$ cat config.mk
export PLATFORM = sky130hd
export DESIGN_NAME = serial_cartridge_memory_slave
export DESIGN_NICKNAME = d
export VERILOG_FILES = /design/src/sv/scms_pkg.sv /design/src/sv/scms_engine.sv /design/src/sv/serial_cartridge_memory_slave.sv
export SDC_FILE = /design/constraint.sdc
export NUM_CORES = 1
export LEC_CHECK = 0
export BUFFER_PORTS_ARGS = -buffer_cell sky130_fd_sc_hd__buf_4
export CORE_MARGIN = 2
export CORE_UTILIZATION = 40
export CTS_CLUSTER_DIAMETER = 30
export DETAILED_ROUTE_END_ITERATION = 8
export GPL_TIMING_DRIVEN = 0
export HOLD_SLACK_MARGIN = 0.06
export SYNTH_ARGS = -nofsm -noshare
export SYNTH_HDL_FRONTEND = slang
export SYNTH_SLANG_ARGS = --single-unit
$ cat constraint.sdc
create_clock -name clk -period 6.3 [get_ports clk]
set_input_delay 0.315 -clock clk [delete_from_list [all_inputs] [get_ports clk]]
set_output_delay 0.315 -clock clk [all_outputs]
set_load 0.005 [all_outputs]
$ cat src/sv/scms_pkg.sv
// Shared types and constants for the serial cartridge memory slave.
// Used by scms_engine and the top level; no dependencies.
package scms_pkg;

  // Sequencer phase, one-hot
  typedef enum logic [5:0] {
    PH_IDLE   = 6'b000001,
    PH_ADDR16 = 6'b000010,
    PH_ADDR24 = 6'b000100,
    PH_STATUS = 6'b001000,
    PH_READ   = 6'b010000,
    PH_WAIT   = 6'b100000
  } phase_t;

  // Command codes
  localparam logic [7:0] CMD_STATUS = 8'h00;
  localparam logic [7:0] CMD_ADDR24 = 8'hA8;
  localparam logic [7:0] CMD_ADDR16 = 8'hA0;
  localparam logic [7:0] CMD_READ_A = 8'hD8;
  localparam logic [7:0] CMD_READ_B = 8'hD0;

  localparam logic [7:0] STATUS_BYTE = 8'h00;

  localparam int         SHIFT_BITS   = 24;
  localparam logic [4:0] CMD_LEN      = 5'd8;
  localparam logic [4:0] ADDR16_LEN   = 5'd16;
  localparam logic [4:0] ADDR24_LEN   = 5'd24;
  localparam logic [4:0] BYTE_LEN     = 5'd8;

  // Per-slot line and status flags of one result
  typedef struct packed {
    logic data_out;
    logic data_drive;
    logic led_on;
    logic error;
  } result_t;

endpackage

$ cat src/sv/scms_engine.sv
// Command sequencer for the serial cartridge memory slave: holds the protocol
// state and works out one bit slot per step. Depends on scms_pkg.
module scms_engine #(
  parameter int ADDR_BITS = 24
) (
  input  logic                  clk,
  input  logic                  rst,
  input  logic                  step,
  input  logic                  command,
  input  logic                  data_in,
  input  logic [7:0]            mem_data,
  output scms_pkg::result_t     result,
  output logic [ADDR_BITS-1:0]  pointer_next
);

  scms_pkg::phase_t phase, phase_next;
  logic [4:0]  bit_count, bit_count_next;
  logic [scms_pkg::SHIFT_BITS-1:0] shift_in, shift_in_next;
  logic [ADDR_BITS-1:0] address_pointer;
  logic [7:0]  tx_byte, tx_byte_next;
  logic        error_flag, error_flag_next;

  logic [scms_pkg::SHIFT_BITS-1:0] shifted;
  logic [4:0]  count_inc;
  logic [7:0]  byte_out;
  logic [4:0]  addr_len;
  logic        dout, drive;

  assign shifted   = {shift_in[scms_pkg::SHIFT_BITS-2:0], data_in};
  assign count_inc = bit_count + 5'd1;
  assign addr_len  = (phase == scms_pkg::PH_ADDR24) ? scms_pkg::ADDR24_LEN
                                                    : scms_pkg::ADDR16_LEN;

  always_comb begin
    phase_next      = phase;
    bit_count_next  = bit_count;
    shift_in_next   = shift_in;
    pointer_next    = address_pointer;
    tx_byte_next    = tx_byte;
    error_flag_next = error_flag;
    byte_out        = tx_byte;
    dout            = 1'b0;
    drive           = 1'b0;

    if (command) begin
      // select released: drop any partial command or address
      phase_next     = scms_pkg::PH_IDLE;
      bit_count_next = '0;
      shift_in_next  = '0;
    end else begin
      unique case (phase)
        scms_pkg::PH_IDLE: begin
          shift_in_next  = shifted;
          bit_count_next = count_inc;
          if (count_inc >= scms_pkg::CMD_LEN) begin
            bit_count_next = '0;
            shift_in_next  = '0;
            unique case (shifted[7:0])
              scms_pkg::CMD_STATUS: phase_next = scms_pkg::PH_STATUS;
              scms_pkg::CMD_ADDR24: phase_next = scms_pkg::PH_ADDR24;
              scms_pkg::CMD_ADDR16: phase_next = scms_pkg::PH_ADDR16;
              scms_pkg::CMD_READ_A,
              scms_pkg::CMD_READ_B: phase_next = scms_pkg::PH_READ;
              default: begin
                error_flag_next = 1'b1;
                phase_next      = scms_pkg::PH_WAIT;
              end
            endcase
          end
        end
        scms_pkg::PH_ADDR16,
        scms_pkg::PH_ADDR24: begin
          shift_in_next  = shifted;
          bit_count_next = count_inc;
          if (count_inc >= addr_len) begin
            pointer_next   = ADDR_BITS'(shifted);
            bit_count_next = '0;
            shift_in_next  = '0;
            phase_next     = scms_pkg::PH_WAIT;
          end
        end
        scms_pkg::PH_STATUS: begin
          if (bit_count == '0) byte_out = scms_pkg::STATUS_BYTE;
          dout           = byte_out[7];
          drive          = 1'b1;
          tx_byte_next   = {byte_out[6:0], 1'b0};
          bit_count_next = count_inc;
          if (count_inc >= scms_pkg::BYTE_LEN) begin
            bit_count_next = '0;
            phase_next     = scms_pkg::PH_WAIT;
          end
        end
        scms_pkg::PH_READ: begin
          // load a fresh byte and post-increment at each byte start
          if (bit_count == '0) begin
            byte_out     = mem_data;
            pointer_next = address_pointer + ADDR_BITS'(1);
          end
          dout           = byte_out[7];
          drive          = 1'b1;
          tx_byte_next   = {byte_out[6:0], 1'b0};
          bit_count_next = count_inc;
          if (count_inc >= scms_pkg::BYTE_LEN) bit_count_next = '0;
        end
        default: begin
        end
      endcase
    end
  end

  assign result.data_out   = dout;
  assign result.data_drive = drive;
  assign result.led_on     = (phase_next != scms_pkg::PH_READ);
  assign result.error      = error_flag_next;

  always_ff @(posedge clk) begin
    if (rst) begin
      phase           <= scms_pkg::PH_IDLE;
      bit_count       <= '0;
      shift_in        <= '0;
      address_pointer <= '0;
      tx_byte         <= '0;
      error_flag      <= 1'b0;
    end else if (step) begin
      phase           <= phase_next;
      bit_count       <= bit_count_next;
      shift_in        <= shift_in_next;
      address_pointer <= pointer_next;
      tx_byte         <= tx_byte_next;
      error_flag      <= error_flag_next;
    end
  end

endmodule

$ cat src/sv/serial_cartridge_memory_slave.sv
// Top level of the serial cartridge memory slave: input stage, command
// sequencer (scms_engine) and result register. Depends on scms_pkg.
//
// Usage:
//   The input channel (in_valid/in_ready) carries one bus event per
//   transaction: command 0 is one clock bit slot with data_in sampled, command 1
//   is select release. mem_data is the memory byte at the address last shown
//   on mem_address. The output channel (out_valid/out_ready) returns exactly
//   one result per input transaction: data_out/data_drive for the data line,
//   mem_address, led_on and the sticky error flag.
//   An accepted transaction is held in the input register and passes through
//   the sequencer into the result register, which raises out_valid once the
//   result register is empty or being emptied.
//   Throughput is one transaction per cycle while out_ready stays high; the
//   sequencer state updates with each transaction, so consecutive slots follow without gaps.
//   Reset puts the sequencer in the command-wait phase with pointer, counters
//   and error cleared, and empties both registers.
//   When the receiver stalls, the result register holds its transaction and
//   the input register fills; in_ready drops only when both are occupied.
module serial_cartridge_memory_slave #(
  parameter int ADDR_BITS = 24
) (
  input  logic        clk,
  input  logic        rst,
  input  logic        in_valid,
  output logic        in_ready,
  input  logic        command,
  input  logic        data_in,
  input  logic [7:0]  mem_data,
  output logic        out_valid,
  input  logic        out_ready,
  output logic        data_out,
  output logic        data_drive,
  output logic [23:0] mem_address,
  output logic        led_on,
  output logic        error
);

  logic       s_valid;
  logic       s_command;
  logic       s_data_in;
  logic [7:0] s_mem_data;
  logic       advance;

  scms_pkg::result_t    result;
  logic [ADDR_BITS-1:0] pointer_next;

  assign advance  = s_valid && (!out_valid || out_ready);
  assign in_ready = !s_valid || advance;

  scms_engine #(
    .ADDR_BITS(ADDR_BITS)
  ) u_engine (
    .clk          (clk),
    .rst          (rst),
    .step         (advance),
    .command      (s_command),
    .data_in      (s_data_in),
    .mem_data     (s_mem_data),
    .result       (result),
    .pointer_next (pointer_next)
  );

  always_ff @(posedge clk) begin
    if (rst) begin
      s_valid   <= 1'b0;
      out_valid <= 1'b0;
    end else begin
      if (in_ready) s_valid <= in_valid;
      if (advance) begin
        out_valid <= 1'b1;
      end else if (out_ready) begin
        out_valid <= 1'b0;
      end
    end
  end

  always_ff @(posedge clk) begin
    if (in_valid && in_ready) begin
      s_command  <= command;
      s_data_in  <= data_in;
      s_mem_data <= mem_data;
    end
    if (advance) begin
      data_out    <= result.data_out;
      data_drive  <= result.data_drive;
      led_on      <= result.led_on;
      error       <= result.error;
      mem_address <= 24'(pointer_next);
    end
  end

endmodule

==> flow_summary_export.csv, run 1 <==
group,metric,value,unit
floorplan,start_util,40.85,%
timing,hold_viol,0,
timing,slew_headroom,5.196,%
clocking,path_clk_slew,0.07,ns
clocking,ctsResizeCount,0,
logic_synthesis,yosys_warnings,0,
timing,slew_violations,0,
min_path,whs_path_depth,1,
setup_path,cp.required,6.38,ns
timing,period_needed,3.780,ns
place,place_ws,2.622,ns
clocking,clockBufferDepth,2,
global_route,grt_pass1_wl,26540,µm
setup_path,critPathArrivalTime,3.86,ns
timing,max_freq,264.6,MHz
place,gp_congestion,0.9201,
clocking,ctsHoldBuffers,0,
logic_synthesis,yosysUniqueCellTypes,68,
floorplan,core_area,0.01324,mm²
clocking,cts_tree,"built",
global_route,grt_start_max_net_pins,37,
timing,clock-skew-final,0.009948,ns
pwr,power_density,220.3,mW/mm²
setup_path,cp_max_fo,10,
clocking,clock_latency,0.36,ns
route,ant_nets,0,
status,run_status,"finished clean",
finish,drive_gt1_share,11.88,%
setup_path,end_kind,"flip-flop",
pwr,p_leak,2.205,nW
timing,setup_ws,2.520,ns
pwr,ir_worst_vdd,0.1735,mV
route,wl_per_cell,20.59,µm
logic_synthesis,postSynthAreaPerCell,9.201,µm²
logic_synthesis,synth-edff-count,38,
logic_synthesis,synth_area,0.005410,mm²
setup_path,rr_worst_depth,11,
setup_path,worstSetupPathType,"flip-flop to flip-flop",
timing,rsz0062_at_grt,"no",
route,vias,5101,
clocking,htree_levels,3,
logic_synthesis,synthesis.instances,588,
finish,n_antenna_cell,0,
global_route,antenna_found_initial,0,
logic_synthesis,synth_flop_cell,"dfxtp_1",
timing,finalSetupTns,0,ns
clocking,numClockSinks,106,
setup_path,critPathLaunchType,"flip-flop",
timing,min_period_over_period,60.00,%
global_route,gr-total-overflow,0,
route,wirelength,16970,µm
place,dpl.hpwl,11940,µm
min_path,min_path_type,"primary input to flip-flop",
logic_synthesis,seq_area_frac_synth,46.25,%
timing,tightest_slew,1.411,ns
clocking,clockRootBuffer,"clkbuf_16",
floorplan,fp.dieArea,0.01447,mm²
route,first_iter_violations,630,
finish,final_nets,662,
floorplan,pin_count,44,
timing,fin_hold_ws,0.1229,ns
floorplan,die_w,120.3,µm
logic_synthesis,syn_nets,607,
route,routed_via_density,6.191,
place,io_buffers,43,
global_route,track_usage,23.97,%
logic_synthesis,ys_seq_elements,106,
logic_synthesis,async_flop_share,0,%
global_route,grt_pass1_vias,4905,
clocking,numCtsBuffers,9,
route,drtPass1Iterations,6,
floorplan,die_y,120.3,µm
pwr,finalPower,0.001380,W
clocking,cts_setup_buffers,0,
flow_run,drv_cap,0,
setup_path,reg2reg_slack,2.52,ns
finish,synthToLayoutAreaGrowth,15.80,%
route,drc,0,
timing,finalSetupViolCount,0,
floorplan,placementRows,42,
state kept, by name, summed over array words and instances, names as in the netlist:
register	count
data_drive	1
u_engine.phase	6
data_out	1
error	1
mem_address	24
out_valid	1
s_mem_data	8
u_engine.address_pointer	24
s_valid	1
s_command	1
led_on	1
s_data_in	1
u_engine.error_flag	1
u_engine.bit_count	5
u_engine.tx_byte	7
u_engine.shift_in	23
layout by cell type, fill, tap and decap left out, types with 4 or more instances in the layout:
cell | Yosys | final
a31oi_1 | 13 | 13
nand2_1 | 58 | 58
a22oi_1 | 4 | 4
nor2_1 | 42 | 42
nand3_1 | 32 | 32
ha_1 | 5 | 5
a21o_1 | 9 | 9
edfxtp_1 | 38 | 38
o211ai_1 | 5 | 5
dfxtp_1 | 68 | 68
buf_2 | 7 | 7
o22ai_1 | 4 | 4
a311oi_1 | 7 | 7
and2_1 | 5 | 5
nand4_1 | 10 | 10
and3_1 | 6 | 6
xor2_1 | 6 | 6
buf_4 | 0 | 43
a21oi_1 | 22 | 22
nor4_1 | 9 | 9
o21ai_0 | 58 | 58
o31ai_1 | 7 | 7
and4_1 | 5 | 5
inv_1 | 11 | 11
mux2i_1 | 7 | 7
xnor2_1 | 7 | 7
or4_1 | 4 | 4
nor3_1 | 17 | 17
a22o_1 | 27 | 27
clkbuf_16 | 0 | 9
clkbuf_1 | 28 | 30
path summary, 6_finish.rpt:
kind,startpoint,to
max,u_engine.phase[4]$_SDFFE_PP0P_,mem_address[23]$_DFFE_PP_
min,mem_data[0],s_mem_data[0]$_DFFE_PP_
max reg2reg,u_engine.phase[4]$_SDFFE_PP0P_,mem_address[23]$_DFFE_PP_
min reg2reg,u_engine.tx_byte[1]$_SDFFE_PP0P_,u_engine.tx_byte[2]$_SDFFE_PP0P_
critical path: stages, from the launching register on:
cell and delay (ns):
dfxtp_1 0.32, clkbuf_1 0.21, nor4_1 0.49, and3b_1 0.26
ha_1 0.13, nand2_1 0.06, o31ai_1 0.78, nand2_1 0.22
clkbuf_1 0.42, mux2i_1 0.32, o32a_1 0.19, o21ai_1 0.08
area by class of cell:
cell class | instances | area [µm²]
clock inverter | 4 | 53.80
timing repair buffer | 44 | 342.8
inverter | 11 | 41.29
clock buffer | 12 | 236.5
tap | 176 | 220.2
buffer | 40 | 175.2
sequential | 106 | 2502
fill | 1368 | 6978
multi-input combinational | 431 | 2693
metrics by stage:
stage | std cells | cell area, µm² | util (%)
floorplan | 588 | 5410 | -
global placement | 807 | 5953 | 44.95
detailed placement | 808 | 5974 | 45.12
CTS | 824 | 6265 | 47.31
global route | 824 | 6265 | 47.31
finish | 824 | 6265 | 47.31
power breakdown:
group / switching (W) / internal (W)
Sequential: 0.00000716 / 0.000724
Combinational: 0.0000525 / 0.0000280
Clock: 0.000259 / 0.000310
Total: 0.000319 / 0.00106
layer usage:
layer	track usage, %	part of all wire, %	routed length (µm)	up-vias
met5	0	0	0	-
met4	10.83	3.0	517	0
met3	5.142	6.5	1095	43
met2	39.42	48	8086	198
met1	30.25	43	7265	2505
li1	-	-	-	2355
logic make-up (layout without fill, tap and decap cells):
group	Yosys count	in the layout	synth area share [%]
compound gates	196	196	24.79
buf+inv	51	111	3.978
flops	106	106	46.25
fa+ha+maj	5	5	1.156
xor+xnor	13	13	2.105
mux	9	9	1.711
simple gates	208	208	20.00
cell usage after synthesis (9+ instances only):
library cell | n | area [µm²]
a21o_1 | 9 | 67.56
nor2_1 | 42 | 157.7
a21oi_1 | 22 | 110.1
dfxtp_1 | 68 | 1361
a22o_1 | 27 | 236.5
nor3_1 | 17 | 85.08
nand3_1 | 32 | 160.2
nand4_1 | 10 | 62.56
a31oi_1 | 13 | 81.33
clkbuf_1 | 28 | 105.1
nor4_1 | 9 | 56.30
inv_1 | 11 | 41.29
edfxtp_1 | 38 | 1141
nand2_1 | 58 | 217.7
o21ai_0 | 58 | 290.3
Note: power is estimated with default switching activity, not from simulation.
==> run 2: changes to the inputs <==
- clock period: 6.3 -> 3.3 ns (I/O delays scaled with it)
==> flow_summary_export.csv, run 2 (synthesis gave the netlist of run 1 again) <==
group,metric,value,unit
clocking,clockRootBuffer,"clkbuf_16",
clocking,clock_latency,0.37,ns
floorplan,die_w,120.3,µm
finish,drive_gt1_share,13.42,%
setup_path,worstSetupPathType,"flip-flop to flip-flop",
global_route,grt_pass1_vias,4917,
route,wl_per_cell,20.40,µm
min_path,min_path_type,"primary input to flip-flop",
global_route,track_usage,24.16,%
timing,max_freq,323.9,MHz
finish,final_cell_mix,"dfxtp_1 (68), nand2_1 (58), o21ai_0 (57)",
floorplan,core_area,0.01324,mm²
clocking,htree_levels,3,
setup_path,critPathLaunchType,"flip-flop",
timing,clock-skew-final,0.009505,ns
setup_path,cp_top_family,"simple AND/OR/NAND/NOR gates",
status,run_status,"finished clean",
timing,fin_hold_ws,0.1426,ns
clocking,clockBufferDepth,2,
pwr,power_density,411.1,mW/mm²
timing,finalSetupViolCount,0,
global_route,grt_pass1_wl,26670,µm
place,place_ws,-0.3781,ns
setup_path,critPathArrivalTime,3.17,ns
finish,reg_top3,"mem_address x24, u_engine.address_pointer x24, u_engine.shift_in x23",
floorplan,start_util,40.85,%
route,ant_nets,0,
finish,final_nets,677,
setup_path,path_cells,"buf_2 -> nor4_2 -> and3b_1 -> ha_1 -> nand2_1 -> o31ai_4 -> nand2_1 -> clkbuf_2 -> mux2i_1 -> o32a_1 -> o21ai_1",
route,drtPass1Iterations,6,
finish,final_core_util,48.65,%
pwr,ir_worst_vdd,0.3282,mV
clocking,numClockSinks,106,
finish,synthToLayoutAreaGrowth,19.08,%
timing,slew_violations,0,
timing,period_needed,3.087,ns
floorplan,die_y,120.3,µm
setup_path,crit_top_cell,"nand2_1",
clocking,cts_tree,"built",
global_route,antenna_found_initial,0,
place,dp.cells,808,
clocking,numCtsBuffers,9,
route,routed_via_density,6.125,
setup_path,cp.required,3.38,ns
clocking,path_clk_slew,0.07,ns
place,dpl.hpwl,11940,µm
route,vias,5139,
global_route,grt_start_max_net_pins,37,
flow_run,drv_cap,0,
finish,layout_commonest_cell,"dfxtp_1",
timing,setup_ws,0.2128,ns
timing,hold_viol,0,
place,io_buffers,43,
floorplan,pin_count,44,
finish,instances_no_fill,839,
route,first_iter_violations,548,
global_route,gr-total-overflow,0,
floorplan,fp.dieArea,0.01447,mm²
finish,n_antenna_cell,0,
timing,rsz0062_at_grt,"no",
timing,finalSetupTns,0,ns
setup_path,end_kind,"flip-flop",
place,gp_congestion,0.9201,
floorplan,placementRows,42,
timing,tightest_slew,1.370,ns
timing,min_period_over_period,93.55,%
route,drc,0,
setup_path,slowest_stage,"o31ai_4",
setup_path,worst_path_largest_cell_delay,0.46,ns
setup_path,crit_buf_inv,2,
setup_path,cp_max_fo,10,
timing,slew_headroom,7.823,%
pwr,p_leak,2.289,nW
route,wirelength,17110,µm
-- run 2: final cells by class --
class                           count  area [µm²]
Clock inverter                      4       53.80
Inverter                           11       41.29
Multi-Input combinational cell    431        2726
Timing Repair Buffer               59       483.0
Fill cell                        1344        6800
Buffer                             40       178.9
Sequential cell                   106        2502
Clock buffer                       12       236.5
Tap cell                          176       220.2
-- run 2: final timing paths --
check                                                      start                                to  cells after the start  slack (ns)
worst min register to register  u_engine.tx_byte[1]$_SDFFE_PP0P_  u_engine.tx_byte[1]$_SDFFE_PP0P_                      2        0.48
worst max register to register    u_engine.phase[3]$_SDFFE_PP0P_         mem_address[23]$_DFFE_PP_                     11        0.21
worst max-delay path              u_engine.phase[3]$_SDFFE_PP0P_         mem_address[23]$_DFFE_PP_                     11        0.21
worst min-delay path                                   out_ready            out_valid$_SDFFE_PP0P_                      3        0.14
-- run 2: routing by layer --
| layer | track usage, % | vias up | wire (µm) |
|---|---|---|---|
| met1 | 30.19 | 2504 | 7241 |
| met4 | 9.302 | 0 | 531 |
| met2 | 39.45 | 213 | 8133 |
| li1 | - | 2384 | - |
| met5 | 0 | - | 0 |
| met3 | 7.075 | 38 | 1205 |
-- run 2: worst register-to-register path: stages (launching register included) --
cell,delay (ns)
dfxtp_1,0.29
buf_2,0.17
nor4_2,0.37
and3b_1,0.23
ha_1,0.13
nand2_1,0.09
o31ai_4,0.46
nand2_1,0.17
clkbuf_2,0.33
mux2i_1,0.28
o32a_1,0.19
o21ai_1,0.08
-- run 2: repair_timing --
item                       CTS  global route
gates resized for setup      4             9
pin swaps                    0             1
hold buffers                11             0
buffers inserted             0             4
setup endpoints to repair   58            36
hold endpoints to repair    11             0
-- run 2: where the power goes --
part | total [W] | internal, W | switching, W
clock network | 0.00109 | 0.000591 | 0.000497
registers | 0.00140 | 0.00138 | 0.0000138
logic | 0.000165 | 0.0000620 | 0.000103
total | 0.00265 | 0.00203 | 0.000614
-- run 2: metrics by stage --
stage	cell area (µm²)	total power [W]
floorplan	5410	0.001494
global placement	5953	0.001574
detailed placement	5974	0.001578
CTS	6400	0.002663
global route	6442	0.002722
finish	6442	0.002648
==> run 3: changes to the inputs <==
- SYNTH_HIERARCHICAL: default -> 1
==> flow_summary_export.csv, run 3 <==
group,metric,value,unit
route,routed_via_density,6.177,
floorplan,core_area,0.01324,mm²
setup_path,critPathLaunchType,"flip-flop",
logic_synthesis,syn_nets,611,
finish,synthToLayoutAreaGrowth,18.40,%
logic_synthesis,synth_area,0.005433,mm²
global_route,grt_start_max_net_pins,30,
finish,final_core_util,48.57,%
timing,min_period_over_period,94.14,%
finish,drive_gt1_share,14.83,%
setup_path,critPathArrivalTime,3.27,ns
logic_synthesis,seq_area_frac_synth,46.06,%
clocking,numClockSinks,106,
logic_synthesis,yosys_warnings,6,
timing,slew_headroom,27.47,%
finish,fill_cells,1307,
finish,layout_commonest_cell,"dfxtp_1",
pwr,p_leak,2.267,nW
flow_run,drv_cap,0,
route,wirelength,16460,µm
pwr,power_density,412.3,mW/mm²
place,post_dp_cell_area,0.005976,mm²
timing,clock-skew-final,0.008564,ns
route,ant_nets,0,
finish,reg_top3,"mem_address x24, u_engine/address_pointer x24, u_engine/shift_in x23",
logic_synthesis,postSynthAreaPerCell,9.177,µm²
min_path,min_path_type,"primary input to flip-flop",
finish,multi_input_area,0.002716,mm²
clocking,cts_tree,"built",
logic_synthesis,yosysUniqueCellTypes,75,
clocking,htree_levels,3,
setup_path,cp.required,3.47,ns
logic_synthesis,synthesis.instances,592,
setup_path,cp_max_fo,10,
floorplan,die_w,120.5,µm
timing,hold_viol,0,
route,wl_per_cell,19.66,µm
global_route,antenna_found_initial,0,
logic_synthesis,synth_area_leaders,"dfxtp_1 (25%), edfxtp_1 (21%), nand2_1 (4.3%)",
timing,rsz0062_at_grt,"no",
floorplan,fp.dieArea,0.01453,mm²
pwr,finalPower,0.002652,W
finish,final_cell_area,0.006432,mm²
clocking,path_clk_slew,0.08,ns
floorplan,pin_count,44,
timing,fin_hold_ws,0.1042,ns
global_route,grt_pass1_wl,26160,µm
finish,seqCellArea,0.002502,mm²
global_route,grt_pass1_vias,4927,
global_route,gr-total-overflow,0,
logic_synthesis,synth-edff-count,38,
floorplan,start_util,41.02,%
floorplan,placementRows,42,
floorplan,die_y,120.5,µm
clocking,cts_setup_buffers,0,
finish,final_cell_mix,"dfxtp_1 (68), nand2_1 (62), buf_4 (47)",
global_route,track_usage,23.37,%
setup_path,end_kind,"flip-flop",
place,dp.cells,811,
place,gp_congestion,0.9726,
clocking,numCtsBuffers,9,
timing,finalSetupViolCount,0,
logic_synthesis,synth.most_common_cell,"dfxtp_1",
timing,max_freq,321.9,MHz
logic_synthesis,synthTopCellsByCount,"dfxtp_1 (68), nand2_1 (62), nor2_1 (46)",
logic_synthesis,async_flop_share,0,%
route,drc,0,
finish,n_antenna_cell,0,
pwr,ir_worst_vdd,0.2136,mV
route,vias,5170,
logic_synthesis,synth_area_leader_cell,"dfxtp_1",
status,run_status,"finished clean",
logic_synthesis,ys_seq_elements,106,
clocking,clockRootBuffer,"clkbuf_16",
place,io_buffers,43,
timing,tightest_slew,1.080,ns
clocking,clockBufferDepth,2,
route,drtPass1Iterations,6,
setup_path,worstSetupPathType,"flip-flop to flip-flop",
finish,final_nets,675,
timing,slew_violations,0,
route,first_iter_violations,648,
clocking,clock_latency,0.36,ns
timing,period_needed,3.107,ns
finish,instances_no_fill,837,
logic_synthesis,synth_flop_cell,"dfxtp_1",
logic_synthesis,netlist.area_leader.share,25.06,%
place,dpl.hpwl,11480,µm
[run 3: cell type report]
type / instances / area share [%]
Timing Repair Buffer: 55 / 6.886
Multi-Input combinational cell: 428 / 42.23
Tap cell: 176 / 3.423
Inverter: 18 / 1.050
Clock inverter: 7 / 1.011
Buffer: 38 / 2.996
Sequential cell: 106 / 38.90
Clock buffer: 9 / 3.501
[run 3: kinds of logic after synthesis]
kind of cell	count (synthesis)	share of synthesized area [%]
AND/OR/NAND/NOR	218	20.47
AO/OA/AOI/OAI	188	24.57
XOR/XNOR	14	2.395
multiplexers	3	0.5758
adder cells (fa/ha/maj)	5	1.152
buffers and inverters	58	4.767
flip-flops	106	46.06
[run 3: worst max-delay path: stages, from the launching register on]
cell and delay, ns:
dfxtp_1 0.38, clkbuf_2 0.24, nor3_1 0.09, and3_1 0.19, ha_1 0.27, nand2_1 0.07, o31a_1 0.46, nor3_4 0.43
clkbuf_2 0.35, a22oi_1 0.14, o21ai_0 0.28
[run 3: final timing paths]
path | from | to | slack [ns] | depth (start not counted)
hold reg to reg | u_engine/tx_byte[1]$_SDFFE_PP0P_ | u_engine/tx_byte[1]$_SDFFE_PP0P_ | 0.48 | 2
setup / recovery | u_engine/phase[4]$_SDFFE_PP0P_ | mem_address[3]$_DFFE_PP_ | 0.19 | 10
hold / removal | out_ready | out_valid$_SDFFE_PP0P_ | 0.10 | 3
setup reg to reg | u_engine/phase[4]$_SDFFE_PP0P_ | mem_address[3]$_DFFE_PP_ | 0.19 | 10
[run 3: routing by layer]
metal | wire, µm | vias up | share of wire, % | track usage [%]
li1 | - | 2383 | - | -
met1 | 6834 | 2492 | 42 | 30.49
met2 | 7807 | 264 | 47 | 37.92
met3 | 1429 | 31 | 8.7 | 5.047
met4 | 385 | 0 | 2.3 | 8.939
met5 | 0 | - | 0 | 0
[run 3: where the power goes]
group	total (W)	switching, W	internal (W)
Combinational	0.000175	0.000108	0.0000676
Clock	0.00108	0.000544	0.000534
Sequential	0.00140	0.0000165	0.00138
[run 3: repair_timing]
action	in CTS	in global routing
hold buffers	12	0
resized for setup	5	17
endpoints found under the setup margin	61	70
endpoints found under the hold margin	12	0
[run 3: stage by stage]
stage / TNS [ns] / setup slack (ns)
after global routing: 0 / 0.04801
after floorplan: 0 / 0.5950
final: 0 / 0.1934
after detailed placement: -11.96 / -0.4740
after global placement: -10.88 / -0.4578
after CTS: -1.316 / -0.1354
